<file path="src/rtl/core/pwbs_pkg.sv">
// Types, constants and helpers shared by the pulse-width bit sender.
`default_nettype none

package pwbs_pkg;

  localparam int WORD_BITS = 16;
  localparam int CountW    = 5;
  localparam int UnitW     = 8;
  localparam int RegIdxW   = 3;

  localparam logic OP_TICK = 1'b0;
  localparam logic OP_SEND = 1'b1;

  localparam logic [RegIdxW-1:0] REG_START = 3'd0;
  localparam logic [RegIdxW-1:0] REG_GAP   = 3'd1;
  localparam logic [RegIdxW-1:0] REG_ONE   = 3'd2;
  localparam logic [RegIdxW-1:0] REG_ZERO  = 3'd3;
  localparam logic [RegIdxW-1:0] REG_STOP  = 3'd4;

  localparam logic [UnitW-1:0] START_RST = 8'd30;
  localparam logic [UnitW-1:0] GAP_RST   = 8'd2;
  localparam logic [UnitW-1:0] ONE_RST   = 8'd10;
  localparam logic [UnitW-1:0] ZERO_RST  = 8'd5;
  localparam logic [UnitW-1:0] STOP_RST  = 8'd20;

  typedef enum logic [5:0] {
    PH_IDLE  = 6'b000001,
    PH_START = 6'b000010,
    PH_GAP   = 6'b000100,
    PH_BIT   = 6'b001000,
    PH_STOP  = 6'b010000,
    PH_FINAL = 6'b100000
  } phase_e;

  typedef struct packed {
    logic                 opcode;
    logic [WORD_BITS-1:0] word_in;
    logic [CountW-1:0]    bit_count;
  } in_item_t;

  typedef struct packed {
    logic pin_level;
    logic busy_res;
    logic frame_done;
    logic rejected;
  } out_item_t;

  typedef struct packed {
    logic [UnitW-1:0] start_units;
    logic [UnitW-1:0] gap_units;
    logic [UnitW-1:0] one_units;
    logic [UnitW-1:0] zero_units;
    logic [UnitW-1:0] stop_units;
  } cfg_t;

  // a zero length counts as one tick
  function automatic logic [UnitW-1:0] len_of(input logic [UnitW-1:0] units);
    len_of = (units == '0) ? UnitW'(1) : units;
  endfunction

endpackage

`default_nettype wire

</file>
<file path="src/rtl/core/pwbs_regs.sv">
// Timing register file of the pulse-width bit sender.
`default_nettype none

module pwbs_regs import pwbs_pkg::*; (
  input  wire logic               clk_i,
  input  wire logic               rst_ni,
  input  wire logic               cfg_we_i,
  input  wire logic [RegIdxW-1:0] cfg_idx_i,
  input  wire logic [UnitW-1:0]   cfg_wdata_i,
  output cfg_t                    cfg_o
);

  cfg_t cfg_q, cfg_d;

  always_comb begin
    cfg_d = cfg_q;
    if (cfg_we_i) begin
      unique case (cfg_idx_i)
        REG_START: cfg_d.start_units = cfg_wdata_i;
        REG_GAP:   cfg_d.gap_units   = cfg_wdata_i;
        REG_ONE:   cfg_d.one_units   = cfg_wdata_i;
        REG_ZERO:  cfg_d.zero_units  = cfg_wdata_i;
        REG_STOP:  cfg_d.stop_units  = cfg_wdata_i;
        default:   cfg_d = cfg_q;
      endcase
    end
  end

  always_ff @(posedge clk_i or negedge rst_ni) begin
    if (!rst_ni) begin
      cfg_q.start_units <= START_RST;
      cfg_q.gap_units   <= GAP_RST;
      cfg_q.one_units   <= ONE_RST;
      cfg_q.zero_units  <= ZERO_RST;
      cfg_q.stop_units  <= STOP_RST;
    end else begin
      cfg_q <= cfg_d;
    end
  end

  assign cfg_o = cfg_q;

endmodule

`default_nettype wire

</file>
<file path="src/rtl/core/pwbs_frame.sv">
// Frame sequencer: phase, tick counter, shift word and pin level.
`default_nettype none

module pwbs_frame import pwbs_pkg::*; (
  input  wire logic clk_i,
  input  wire logic rst_ni,
  input  wire logic step_i,
  input  in_item_t  item_i,
  input  cfg_t      cfg_i,
  output out_item_t res_o
);

  phase_e               phase_q, phase_d;
  logic [UnitW-1:0]     unit_q, unit_d;
  logic [WORD_BITS-1:0] shift_q, shift_d;
  logic [CountW-1:0]    bits_q, bits_d;
  logic                 pin_q, pin_d;
  logic [UnitW-1:0]     unit_dec;
  logic                 done;
  logic                 rej;

  assign unit_dec = (unit_q != '0) ? unit_q - UnitW'(1) : unit_q;

  always_comb begin
    phase_d = phase_q;
    unit_d  = unit_q;
    shift_d = shift_q;
    bits_d  = bits_q;
    pin_d   = pin_q;
    done    = 1'b0;
    rej     = 1'b0;
    if (step_i) begin
      if (item_i.opcode == OP_SEND) begin
        if (phase_q != PH_IDLE) begin
          rej = 1'b1;
        end else begin
          shift_d = item_i.word_in;
          bits_d  = (item_i.bit_count > CountW'(WORD_BITS)) ? CountW'(WORD_BITS)
                                                            : item_i.bit_count;
          phase_d = PH_START;
          pin_d   = 1'b1;
          unit_d  = len_of(cfg_i.start_units);
        end
      end else if (phase_q != PH_IDLE) begin
        unit_d = unit_dec;
        if (unit_dec == '0) begin
          unique case (phase_q)
            PH_START: begin
              phase_d = PH_GAP;
              pin_d   = 1'b0;
              unit_d  = len_of(cfg_i.gap_units);
            end
            PH_GAP: begin
              pin_d = 1'b1;
              if (bits_q != '0) begin
                phase_d = PH_BIT;
                unit_d  = shift_q[0] ? len_of(cfg_i.one_units)
                                     : len_of(cfg_i.zero_units);
              end else begin
                phase_d = PH_STOP;
                unit_d  = len_of(cfg_i.stop_units);
              end
            end
            PH_BIT: begin
              shift_d = shift_q >> 1;
              bits_d  = bits_q - CountW'(1);
              phase_d = PH_GAP;
              pin_d   = 1'b0;
              unit_d  = len_of(cfg_i.gap_units);
            end
            PH_STOP: begin
              phase_d = PH_FINAL;
              pin_d   = 1'b0;
              unit_d  = len_of(cfg_i.gap_units);
            end
            default: begin
              phase_d = PH_IDLE;
              pin_d   = 1'b0;
              unit_d  = '0;
              done    = 1'b1;
            end
          endcase
        end
      end
    end
  end

  always_ff @(posedge clk_i or negedge rst_ni) begin
    if (!rst_ni) begin
      phase_q <= PH_IDLE;
      unit_q  <= '0;
      shift_q <= '0;
      bits_q  <= '0;
      pin_q   <= 1'b0;
    end else begin
      phase_q <= phase_d;
      unit_q  <= unit_d;
      shift_q <= shift_d;
      bits_q  <= bits_d;
      pin_q   <= pin_d;
    end
  end

  assign res_o.pin_level  = pin_d;
  assign res_o.busy_res   = (phase_d != PH_IDLE);
  assign res_o.frame_done = done;
  assign res_o.rejected   = rej;

  a_pin_in_pulse: assert property (@(posedge clk_i) disable iff (!rst_ni)
    pin_q |-> (phase_q == PH_START || phase_q == PH_BIT || phase_q == PH_STOP))
    else $error("pin high outside a pulse phase");

  a_busy_has_units: assert property (@(posedge clk_i) disable iff (!rst_ni)
    (phase_q != PH_IDLE) |-> (unit_q != '0))
    else $error("active phase with no ticks left");

  a_bits_bounded: assert property (@(posedge clk_i) disable iff (!rst_ni)
    bits_q <= CountW'(WORD_BITS))
    else $error("bit count above word width");

  a_send_starts: assert property (@(posedge clk_i) disable iff (!rst_ni)
    (step_i && item_i.opcode == OP_SEND && phase_q == PH_IDLE)
      |=> (phase_q == PH_START && pin_q))
    else $error("send while idle did not open a start pulse");

  a_busy_send_holds: assert property (@(posedge clk_i) disable iff (!rst_ni)
    (step_i && item_i.opcode == OP_SEND && phase_q != PH_IDLE)
      |=> ($stable(phase_q) && $stable(unit_q) && $stable(shift_q)))
    else $error("rejected send disturbed the frame");

endmodule

`default_nettype wire

</file>
<file path="src/rtl/core/pulse_width_bit_sender_top.sv">
// Top level of the pulse-width bit sender: registers, sequencer, result register.
//
//  channel | signals                              | direction
//  --------+--------------------------------------+----------
//  input   | in_valid_i, in_stall_o, in_data_i    | in
//  output  | out_valid_o, out_stall_i, out_data_o | out
//  config  | cfg_we_i, cfg_idx_i, cfg_wdata_i     | in
//
// One item per cycle while in_stall_o is low: each transfer passes the sequencer
// combinationally and lands in the result register the edge it is taken.
// Results show the cycle after intake; the register frees in the cycle it is taken.
// Reset is asynchronous; no clearing pass, the block takes items right after it.
// in_stall_o rises only while a held result is stalled at the output.
`default_nettype none

module pulse_width_bit_sender_top import pwbs_pkg::*; (
  input  wire logic               clk_i,
  input  wire logic               rst_ni,
  input  wire logic               in_valid_i,
  output logic                    in_stall_o,
  input  in_item_t                in_data_i,
  output logic                    out_valid_o,
  input  wire logic               out_stall_i,
  output out_item_t               out_data_o,
  input  wire logic               cfg_we_i,
  input  wire logic [RegIdxW-1:0] cfg_idx_i,
  input  wire logic [UnitW-1:0]   cfg_wdata_i
);

  cfg_t      cfg;
  out_item_t res;
  logic      step;
  logic      out_valid_q, out_valid_d;
  out_item_t out_data_q;

  assign in_stall_o = out_valid_q & out_stall_i;
  assign step       = in_valid_i & ~in_stall_o;

  pwbs_regs u_regs (
    .clk_i      (clk_i),
    .rst_ni     (rst_ni),
    .cfg_we_i   (cfg_we_i),
    .cfg_idx_i  (cfg_idx_i),
    .cfg_wdata_i(cfg_wdata_i),
    .cfg_o      (cfg)
  );

  pwbs_frame u_frame (
    .clk_i (clk_i),
    .rst_ni(rst_ni),
    .step_i(step),
    .item_i(in_data_i),
    .cfg_i (cfg),
    .res_o (res)
  );

  assign out_valid_d = step | (out_valid_q & out_stall_i);

  always_ff @(posedge clk_i or negedge rst_ni) begin
    if (!rst_ni) begin
      out_valid_q <= 1'b0;
    end else begin
      out_valid_q <= out_valid_d;
    end
  end

  always_ff @(posedge clk_i) begin
    if (step) begin
      out_data_q <= res;
    end
  end

  assign out_valid_o = out_valid_q;
  assign out_data_o  = out_data_q;

endmodule

`default_nettype wire

</file>
<file path="config.mk">
export PLATFORM = sky130hd
export DESIGN_NAME = pulse_width_bit_sender_top
export DESIGN_NICKNAME = d
export VERILOG_FILES = /design/src/rtl/core/pwbs_pkg.sv /design/src/rtl/core/pwbs_regs.sv /design/src/rtl/core/pwbs_frame.sv /design/src/rtl/core/pulse_width_bit_sender_top.sv
export SDC_FILE = /design/constraint.sdc
export NUM_CORES = 1
export LEC_CHECK = 0
export BUFFER_PORTS_ARGS = -buffer_cell sky130_fd_sc_hd__buf_4
export CELL_PAD_IN_SITES_DETAIL_PLACEMENT = 1
export CELL_PAD_IN_SITES_GLOBAL_PLACEMENT = 1
export CORE_MARGIN = 10
export CORE_UTILIZATION = 33
export CTS_CLUSTER_SIZE = 20
export DETAILED_ROUTE_END_ITERATION = 16
export PLACE_DENSITY_LB_ADDON = 0.15
export SETUP_SLACK_MARGIN = 0.3
export SLEW_MARGIN = 20
export SYNTH_ARGS = -nofsm -noshare
export SYNTH_HDL_FRONTEND = slang
export SYNTH_SLANG_ARGS = --single-unit
</file>
<file path="constraint.sdc">
create_clock -name clk_i -period 4 [get_ports clk_i]
set_clock_uncertainty 0.15 [all_clocks]
set_input_delay 0.6 -clock clk_i [delete_from_list [all_inputs] [get_ports clk_i]]
set_output_delay 0.6 -clock clk_i [all_outputs]
set_load 0.01 [all_outputs]
</file>
==> flow_summary_export.csv, run 1 <==
group,metric,value,unit
outcome,outcome,"complete, no violations",
job,cap_violations,0,
grt,grt_pass1_wl,18600,microns
cells_and_area,drive_above_1_share,0.345,
cells_and_area,fillers,1414,
grt,grt_antenna_before_repair,0,
place,place_area,4840,sq um
power_and_ir_drop,ir_worst_vdd,0.000321,V
timing,setup_viol,0,
power_and_ir_drop,power.share.sequential,0.437,
clock_tree,ctsHtreeMaxLevel,3,
route,wl_per_cell,17.9,microns
grt,grt_max_degree,78,
worst_setup_path,worstPathMaxFanout,18,
worst_setup_path,worst_setup_path_end_kind,"flop",
timing,holdWs,129,ps
synthesis,netlist_instances,403,
worst_setup_path,reg2reg_from,"u_frame.unit_q[0]",
timing,final_hold_viol_count,0,
clock_tree,ctsResizeCount,0,
floorplan,die_w,135,microns
power_and_ir_drop,cellPowerDensity,502,nW/um^2
floorplan,die_area,18200,sq um
grt,gr-total-overflow,0,
synthesis,syn_avg_cell_area,10.8,sq um
floorplan,io_pins,44,
place,port_buffers,43,
clock_tree,insertion_delay,340,ps
clock_tree,cts-root-buf,"clkbuf_16",
synthesis,ys_seq_area_frac,0.473,
cells_and_area,antenna_cells,0,
place,place_hpwl,8200,microns
route,vias,3331,
worst_setup_path,reg2reg_slack,640,ps
clock_tree,ctsHoldBuffers,0,
place,placedCellCount,602,
synthesis,synth_area,4360,sq um
route,drc_errors,0,
timing,final.min_clock_period,3360,ps
clock_tree,cts_tree,"yes",
synthesis,ys.flop_type,"dfrtp_1",
power_and_ir_drop,internal_power,1870,uW
power_and_ir_drop,p_switching,736,uW
floorplan,design.core.area,12800,sq um
synthesis,ys_seq_elements,81,
synthesis,synth_edf_count,4,
worst_setup_path,start_kind,"flop",
cells_and_area,layout_common_cells,"dfrtp_1 (65), mux2_2 (61), buf_4 (49)",
worst_hold_path,worstHoldPathType,"input port to asynchronous set/reset pin",
cells_and_area,fin_cells,618,
clock_tree,cts.sinks,81,
grt,grt_pass1_vias,3592,
floorplan,die_h,135,microns
timing,setup_tns,0,ps
synthesis,syn_nets,443,
synthesis,synth_async_sr_flop_share,0.951,
timing,slew_violations,0,
power_and_ir_drop,power.share.switching,0.282,
synthesis,yosys_warnings,0,
clock_tree,clk_pin_slew,60,ps
timing,rsz0062_at_grt,"no",
route,drtIter0Drc,112,
timing,fmax,0.298,GHz
worst_setup_path,startpoint,"u_frame.unit_q[0]",
timing,final.setup.worst_slack,640,ps
power_and_ir_drop,combPwrFrac,0.199,
clock_tree,postCtsSetupBuffers,0,
place,gp_congestion,0.868,
cells_and_area,nNetsFinal,481,
timing,max_slew.worst_pin.slew,733,ps
synthesis,synth_cell_types,59,
clock_tree,clock_tree.buffer_depth,2,
clock_tree,cts_inserted_buffers,9,
cells_and_area,final_common_cell,"dfrtp_1",
power_and_ir_drop,power_frac_clock,0.364,
route,routed_wl,11100,microns
route,drt-pass1-iter-count,4,
timing,slew-limit-headroom,0.509,
route,detail-route-antenna-nets,0,
floorplan,initial_utilization,0.341,
floorplan,fp-row-count,41,
power_and_ir_drop,power_leakage,0.00214,uW
grt,track_usage,0.128,
timing,period_share,0.840,
place,place_worst_setup_slack,648,ps
worst_setup_path,crit_type,"flop to flop",
cells_and_area,syn_to_final_growth,19.3,%
worst_setup_path,required,4070,ps
cells_and_area,fin_area,5200,sq um
worst_setup_path,arrival,3430,ps
route,viasPerCell,5.39,
sequential cells by signal, indices dropped and copies added, names as in the netlist:
signal / count
u_regs.cfg_o: 40
u_frame.shift_q: 16
u_frame.unit_q: 8
u_frame.phase_q: 6
u_frame.bits_q: 5
out_data_o: 4
out_valid_o: 1
u_frame.pin_q: 1
cells by family (layout without fill, tap and decap cells):
kind of cell | count (synthesis) | in the layout | synth area share
mux | 78 | 78 | 0.206
fa+ha+maj | 2 | 2 | 0.00574
simple gates | 124 | 124 | 0.148
xor+xnor | 6 | 6 | 0.0121
flops | 81 | 81 | 0.473
compound gates | 78 | 78 | 0.119
buf+inv | 34 | 77 | 0.0356
critical path, stage by stage (launching register included):
cell     delay (ps)
dfrtp_1         460
inv_1            90
ha_1            210
or3b_1          450
nor3_1          350
a21oi_1         130
or4_4           540
o21ai_4         170
buf_4           290
mux2_2          370
per-layer routing:
| metal | vias to the layer above | track usage | part of all wire |
|---|---|---|---|
| met4 | 0 | 0.0381 | 0.0099 |
| met3 | 8 | 0.0453 | 0.046 |
| met1 | 1703 | 0.145 | 0.44 |
| met5 | - | 0 | 0 |
| li1 | 1565 | - | - |
| met2 | 55 | 0.221 | 0.51 |
cells in the mapped netlist, drive strengths merged (2+ instances only):
master	instances	share of area
mux2	69	0.19
dfrtp	65	0.37
nand2	28	0.024
nor2	26	0.022
o21ai	25	0.031
clkbuf	16	0.014
nor3	16	0.018
a21oi	13	0.015
dfstp	12	0.072
inv	10	0.0086
nand3	10	0.011
mux2i	9	0.021
a31oi	7	0.010
buf	7	0.012
nor4	7	0.010
o2bb2ai	7	0.014
or4	7	0.013
and3	4	0.0057
edfxtp	4	0.028
nand2b	4	0.0057
nand3b	4	0.0069
nor3b	4	0.0069
xnor2	4	0.0080
nor4b	3	0.0060
o32ai	3	0.0060
or3	3	0.0043
a211o	2	0.0040
a311oi	2	0.0040
and2	2	0.0029
ha	2	0.0057
nand4b	2	0.0040
o211ai	2	0.0034
o21a	2	0.0034
o22ai	2	0.0029
o31ai	2	0.0034
xor2	2	0.0040
path summary, 6_finish.rpt:
path | cells after the start | to
max | 9 | u_frame.shift_q[0]
min | 1 | u_frame.shift_q[6]
max reg2reg | 9 | u_frame.shift_q[0]
min reg2reg | 1 | u_regs.cfg_o[16]
max in group asynchronous | 1 | u_regs.cfg_o[30]
min in group clk_i | 2 | out_valid_o
cell type report:
cell class                      instances  area (sq um)  share of cell area
Multi-Input combinational cell        288          2160               0.415
Sequential cell                        81          2060               0.397
Timing Repair Buffer                   50           379              0.0729
Clock buffer                           10           239              0.0460
Tap cell                              172           215              0.0414
Clock inverter                          6           105              0.0202
Inverter                               11          41.3             0.00794
power groups by stage:
stage / sequential, uW / combinational (uW) / clock [uW]
finish: 1140 / 519 / 949
detailed placement: 1150 / 525 / 0
floorplan: 1070 / 426 / 0
global placement: 1140 / 507 / 0
global route: 1170 / 582 / 1020
CTS: 1140 / 528 / 982
through the flow:
| stage | utilization | power, uW |
|---|---|---|
| after floorplan | - | 1500 |
| after global placement | 0.379 | 1650 |
| after detailed placement | 0.379 | 1680 |
| after CTS | 0.406 | 2650 |
| after global routing | 0.407 | 2770 |
| final | 0.407 | 2610 |
Power figures use the tool's default switching activity.
==> run 2: changes to the inputs <==
==> constraint.sdc (replaced) <==
create_clock -name clk_i -period 3.4 [get_ports clk_i]
set_clock_uncertainty 0.15 [all_clocks]
set_input_delay 0.51 -clock clk_i [delete_from_list [all_inputs] [get_ports clk_i]]
set_output_delay 0.51 -clock clk_i [all_outputs]
set_load 0.01 [all_outputs]
==> run 2 against run 1 <==
Against the previous run: sequential power increased by 18%; die area unchanged; non-clock buffer count increased by 7; sequential share of layout area decreased by 0.31 points; combinational power increased by 24%; clock-buffer cell count increased by 5; worst setup slack got worse by 270 ps; final area increased by 0.84%; largest cell class unchanged; largest power group unchanged.
==> flow_summary_export.csv, run 2 (synthesis gave the netlist of run 1 again) <==
group,metric,value,unit
outcome,outcome,"complete, no violations",
cells_and_area,fin_area,5240,sq um
place,place_hpwl,8540,microns
floorplan,fp-row-count,41,
job,cap_violations,0,
cells_and_area,fillers,1397,
worst_setup_path,required,3480,ps
worst_setup_path,arrival,3110,ps
route,routed_wl,11700,microns
route,wl_per_cell,18.7,microns
timing,final_hold_viol_count,0,
floorplan,die_h,135,microns
power_and_ir_drop,cellPowerDensity,568,nW/um^2
grt,track_usage,0.134,
cells_and_area,utilization,0.410,
floorplan,initial_utilization,0.341,
timing,setup_tns,0,ps
route,detail-route-antenna-nets,0,
clock_tree,ctsHoldBuffers,0,
timing,rsz0062_at_grt,"yes",
route,drc_errors,0,
clock_tree,insertion_delay,350,ps
power_and_ir_drop,ir_worst_vdd,0.000271,V
grt,grt_use_met1,0.155,
route,drt-pass1-iter-count,4,
clock_tree,ctsHtreeMaxLevel,3,
grt,grt.busiest_layer,"met2",
clock_tree,clock_tree.buffer_depth,2,
timing,final.min_clock_period,3030,ps
floorplan,die_area,18200,sq um
clock_tree,postCtsSetupBuffers,0,
clock_tree,clk_pin_slew,60,ps
grt,grt_pass1_wl,19300,microns
floorplan,die_w,135,microns
timing,setup_viol,0,
timing,period_share,0.892,
floorplan,io_pins,44,
grt,grt_pass1_vias,3664,
worst_setup_path,crit_chain,"inv_1, ha_2, or3b_4, o32ai_1, a32oi_1, or4_4, o21ai_4, buf_12, mux2_2",
place,port_buffers,43,
power_and_ir_drop,power_leakage,0.00215,uW
clock_tree,cts_tree,"yes",
place,gp_congestion,0.784,
grt,grt_max_degree,78,
worst_setup_path,crit_family,"simple AND/OR/NAND/NOR gates",
cells_and_area,final_common_cell,"dfrtp_1",
cells_and_area,nNetsFinal,488,
worst_setup_path,slowest_stage,"or4_4",
timing,max_slew.worst_pin.slew,758,ps
cells_and_area,multiInputGateArea,2170,sq um
timing,slew-limit-headroom,0.493,
clock_tree,cts.sinks,81,
clock_tree,cts_inserted_buffers,9,
floorplan,design.core.area,12800,sq um
timing,fmax,0.330,GHz
route,drtIter0Drc,188,
worst_setup_path,worst-path-buf-inv,2,
worst_setup_path,worst_setup_path_end_kind,"flop",
cells_and_area,antenna_cells,0,
grt,globalRouteMet2Util,0.227,
worst_setup_path,start_kind,"flop",
grt,grt_antenna_before_repair,0,
worst_setup_path,crit_type,"flop to flop",
cells_and_area,register_area,2060,sq um
worst_hold_path,worstHoldPathType,"input port to asynchronous set/reset pin",
cells_and_area,layout_common_cells,"dfrtp_1 (64), mux2_2 (61), buf_4 (55)",
cells_and_area,syn_to_final_growth,20.3,%
grt,gr-total-overflow,0,
cells_and_area,drive_above_1_share,0.360,
place,place_area,4910,sq um
cells_and_area,largest_reg_flops,40,
route,viasPerCell,5.30,
worst_setup_path,worstPathMaxFanout,18,
route,vias,3312,
worst_setup_path,slowest_delay,500,ps
grt,gr-usage-met3,0.0501,
clock_tree,cts-root-buf,"clkbuf_16",
timing,slew_violations,0,
[run 2: cell types whose count changed in the layout (fill, tap and decap cells not counted), sizes merged]
cell,change
clkinv,-2
buf,+7
clkbuf,+5
bufinv,-3
[run 2: timing repair]
item | CTS | global route
gates resized for setup | 3 | 3
endpoints found under the setup margin | 17 | 18
pin swaps | 0 | 1
[run 2: worst paths after layout]
check | start | end | slack (ps) | depth (start not counted)
min in group clk_i | in_valid_i | out_valid_o | 220 | 2
min | rst_ni | u_frame.shift_q[8] | 40 | 1
min reg2reg | u_regs.cfg_o[16] | u_regs.cfg_o[16] | 350 | 1
max | u_frame.unit_q[1] | u_frame.shift_q[3] | 370 | 9
max in group asynchronous | rst_ni | u_frame.unit_q[1] | 2490 | 1
max reg2reg | u_frame.unit_q[1] | u_frame.shift_q[3] | 370 | 9
[run 2: cell type report]
| cell class | count | share of cell area |
|---|---|---|
| Inverter | 11 | 0.00788 |
| Timing Repair Buffer | 57 | 0.0847 |
| Tap cell | 172 | 0.0411 |
| Multi-Input combinational cell | 288 | 0.415 |
| Sequential cell | 81 | 0.394 |
| Clock inverter | 1 | 0.000955 |
| Clock buffer | 15 | 0.0571 |
[run 2: worst register-to-register path, cell delays in order (launching register included)]
cell and delay, ps:
dfrtp_2 440, inv_1 70, ha_2 200, or3b_4 430, o32ai_1 260, a32oi_1 130, or4_4 500, o21ai_4 190
buf_12 180, mux2_2 360
[run 2: power by group]
part	switching, uW	internal (uW)
logic	314	330
registers	183	1160
clock network	392	599
total	888	2090
[run 2: per-stage QoR]
step                      total power, uW  setup slack (ps)  instances  hold WS, ps
after global routing                 3170               255        625          101
final                                2980               368        625         35.2
after floorplan                      1760               420        403         64.4
after global placement               1970               346        609          335
after CTS                            3020               306        625          201
after detailed placement             1990               272        609          341
[run 2: layer usage]
metal / wire length, microns / up-vias / part of all wire
met5: 0 / - / 0
met4: 144 / 0 / 0.012
met3: 585 / 11 / 0.050
met2: 5880 / 52 / 0.50
met1: 5060 / 1664 / 0.43
li1: - / 1585 / -
==> run 3: changes to the inputs <==
--- a/config.mk
+++ b/config.mk
@@ -14,7 +14,6 @@
 export DETAILED_ROUTE_END_ITERATION = 16
 export PLACE_DENSITY_LB_ADDON = 0.15
 export SETUP_SLACK_MARGIN = 0.3
-export SLEW_MARGIN = 20
 export SYNTH_ARGS = -nofsm -noshare
 export SYNTH_HDL_FRONTEND = slang
 export SYNTH_SLANG_ARGS = --single-unit
==> constraint.sdc (replaced) <==
create_clock -name clk_i -period 3.4 [get_ports clk_i]
set_clock_uncertainty 0.15 [all_clocks]
set_input_delay 0 -clock clk_i [delete_from_list [all_inputs] [get_ports clk_i]]
set_output_delay 0 -clock clk_i [all_outputs]
set_load 0.01 [all_outputs]
==> run 3 against run 2 <==
Against the previous run: clock-buffer cell count decreased by 5; via count rose by 4.4%; global-route usage about the same; combinational power rose by 8.9%; critical path depth is the same; non-clock buffer count rose by 38; worst hold slack better by 24 ps; critical endpoint is now u_frame.shift_q[7]; highest routed layer unchanged.
==> flow_summary_export.csv, run 3 (synthesis gave the netlist of run 1 again) <==
group,metric,value,unit
cells_and_area,syn_to_final_growth,29.1,%
floorplan,fp-row-count,41,
clock_tree,ctsHtreeMaxLevel,3,
route,drc_errors,0,
outcome,outcome,"complete, no violations",
power_and_ir_drop,ir_worst_vdd,0.000268,V
grt,gr-total-overflow,0,
clock_tree,clk_pin_slew,60,ps
route,routed_wl,11900,microns
timing,final_hold_viol_count,0,
worst_setup_path,slowest_delay,560,ps
timing,holdWs,59.0,ps
timing,max_slew.worst_pin.slew,1180,ps
grt,track_usage,0.134,
floorplan,io_pins,44,
timing,setup_viol,0,
place,place_hpwl,8180,microns
timing,final.min_clock_period,3010,ps
route,vias,3457,
worst_setup_path,worst_setup_path_end_kind,"flop",
route,detail-route-antenna-nets,0,
power_and_ir_drop,power_leakage,0.00231,uW
worst_setup_path,arrival,3080,ps
floorplan,die_h,135,microns
cells_and_area,nNetsFinal,526,
worst_setup_path,crit_chain,"inv_1, ha_2, or3b_4, o32ai_2, a32oi_2, or4_4, o21ai_4, clkbuf_16, mux2_4",
worst_setup_path,start_kind,"flop",
floorplan,design.core.area,12800,sq um
clock_tree,clock_tree.buffer_depth,2,
timing,slew_violations,0,
floorplan,die_area,18200,sq um
place,port_buffers,43,
clock_tree,cts-root-buf,"clkbuf_16",
worst_setup_path,crit_type,"flop to flop",
timing,period_share,0.885,
cells_and_area,layout_common_cells,"dfrtp_1 (64), mux2_2 (61), buf_4 (57)",
clock_tree,cts_tree,"yes",
timing,fmax,0.332,GHz
cells_and_area,drive_above_1_share,0.344,
timing,final.setup.worst_slack,392,ps
worst_setup_path,worstPathMaxFanout,8,
floorplan,initial_utilization,0.341,
worst_hold_path,worstHoldPathType,"input port to flop",
floorplan,die_w,135,microns
grt,grt_pass1_wl,19700,microns
grt,grt_max_degree,78,
grt,grt_pass1_vias,3812,
route,wl_per_cell,17.9,microns
clock_tree,insertion_delay,340,ps
worst_setup_path,crit_family,"simple AND/OR/NAND/NOR gates",
timing,slew-limit-headroom,0.206,
worst_setup_path,slowest_stage,"or4_4",
place,placedCellCount,604,
worst_setup_path,worst-path-buf-inv,2,
cells_and_area,fin_cells,663,
timing,rsz0062_at_grt,"no",
cells_and_area,largest_reg_flops,40,
clock_tree,cts.sinks,81,
route,viasPerCell,5.21,
place,place_worst_setup_slack,228,ps
power_and_ir_drop,cellPowerDensity,534,nW/um^2
worst_setup_path,required,3480,ps
job,cap_violations,0,
route,drt-pass1-iter-count,4,
place,gp_congestion,0.801,
cells_and_area,antenna_cells,0,
worst_setup_path,reg2reg_slack,390,ps
cells_and_area,final_common_cell,"dfrtp_1",
grt,grt_antenna_before_repair,0,
route,drtIter0Drc,176,
timing,setup_tns,0,ps
clock_tree,cts_inserted_buffers,9,
## run 3: what timing repair did
item                                    in CTS  in global routing
setup buffers                                0                  7
gates resized for setup                      3                  5
cloned                                       0                  1
endpoints found under the setup margin      16                 19
hold endpoints to repair                   127                  0
hold buffers                                35                  0
pin swaps                                    1                  2
## run 3: path summary, 6_finish.rpt
path                                        start                 end  cells past startpoint
worst max-delay path            u_frame.unit_q[1]  u_frame.shift_q[7]                      9
max in group asynchronous                  rst_ni   u_frame.unit_q[1]                      2
worst min register to register   u_regs.cfg_o[16]    u_regs.cfg_o[16]                      1
min in group asynchronous                  rst_ni  u_frame.shift_q[9]                      2
worst min-delay path                in_data_i[21]  u_frame.phase_q[0]                      3
worst max register to register  u_frame.unit_q[1]  u_frame.shift_q[7]                      9
## run 3: area by class of cell
cell class	count	area, sq um
sequential	81	2060
timing repair buffer	95	828
clock inverter	6	58.8
multi-input combinational	288	2190
fill	1392	7150
clock buffer	10	229
tap	172	215
inverter	11	41.3
## run 3: metrics by stage
step           power [uW]  utilization  cell area, sq um
3_3_place_gp         1960        0.381              4870
4_1_cts              3000        0.432              5520
6_report             3000        0.440              5620
2_1_floorplan        1760            -              4360
5_1_grt              3190        0.440              5620
3_5_place_dp         1980        0.381              4870
## run 3: worst register-to-register path, cell delays in order, from the launching register on
cell	delay, ps
dfrtp_2	430
inv_1	60
ha_2	210
or3b_4	440
o32ai_2	230
a32oi_2	100
or4_4	560
o21ai_4	220
clkbuf_16	200
mux2_4	300
## run 3: layer usage
layer  GRT usage  wire length, microns  vias up
met4      0.0453                   155        0
met1       0.162                  5370     1745
met2       0.233                  5970       51
met5           0                     0        -
met3      0.0252                   370        9
li1            -                     -     1652
## run 3: power breakdown
group          internal [uW]  switching [uW]  total (uW)
clock                    566             398         963
combinational            374             327         701
sequential              1160             180        1340
total                   2100             905        3000
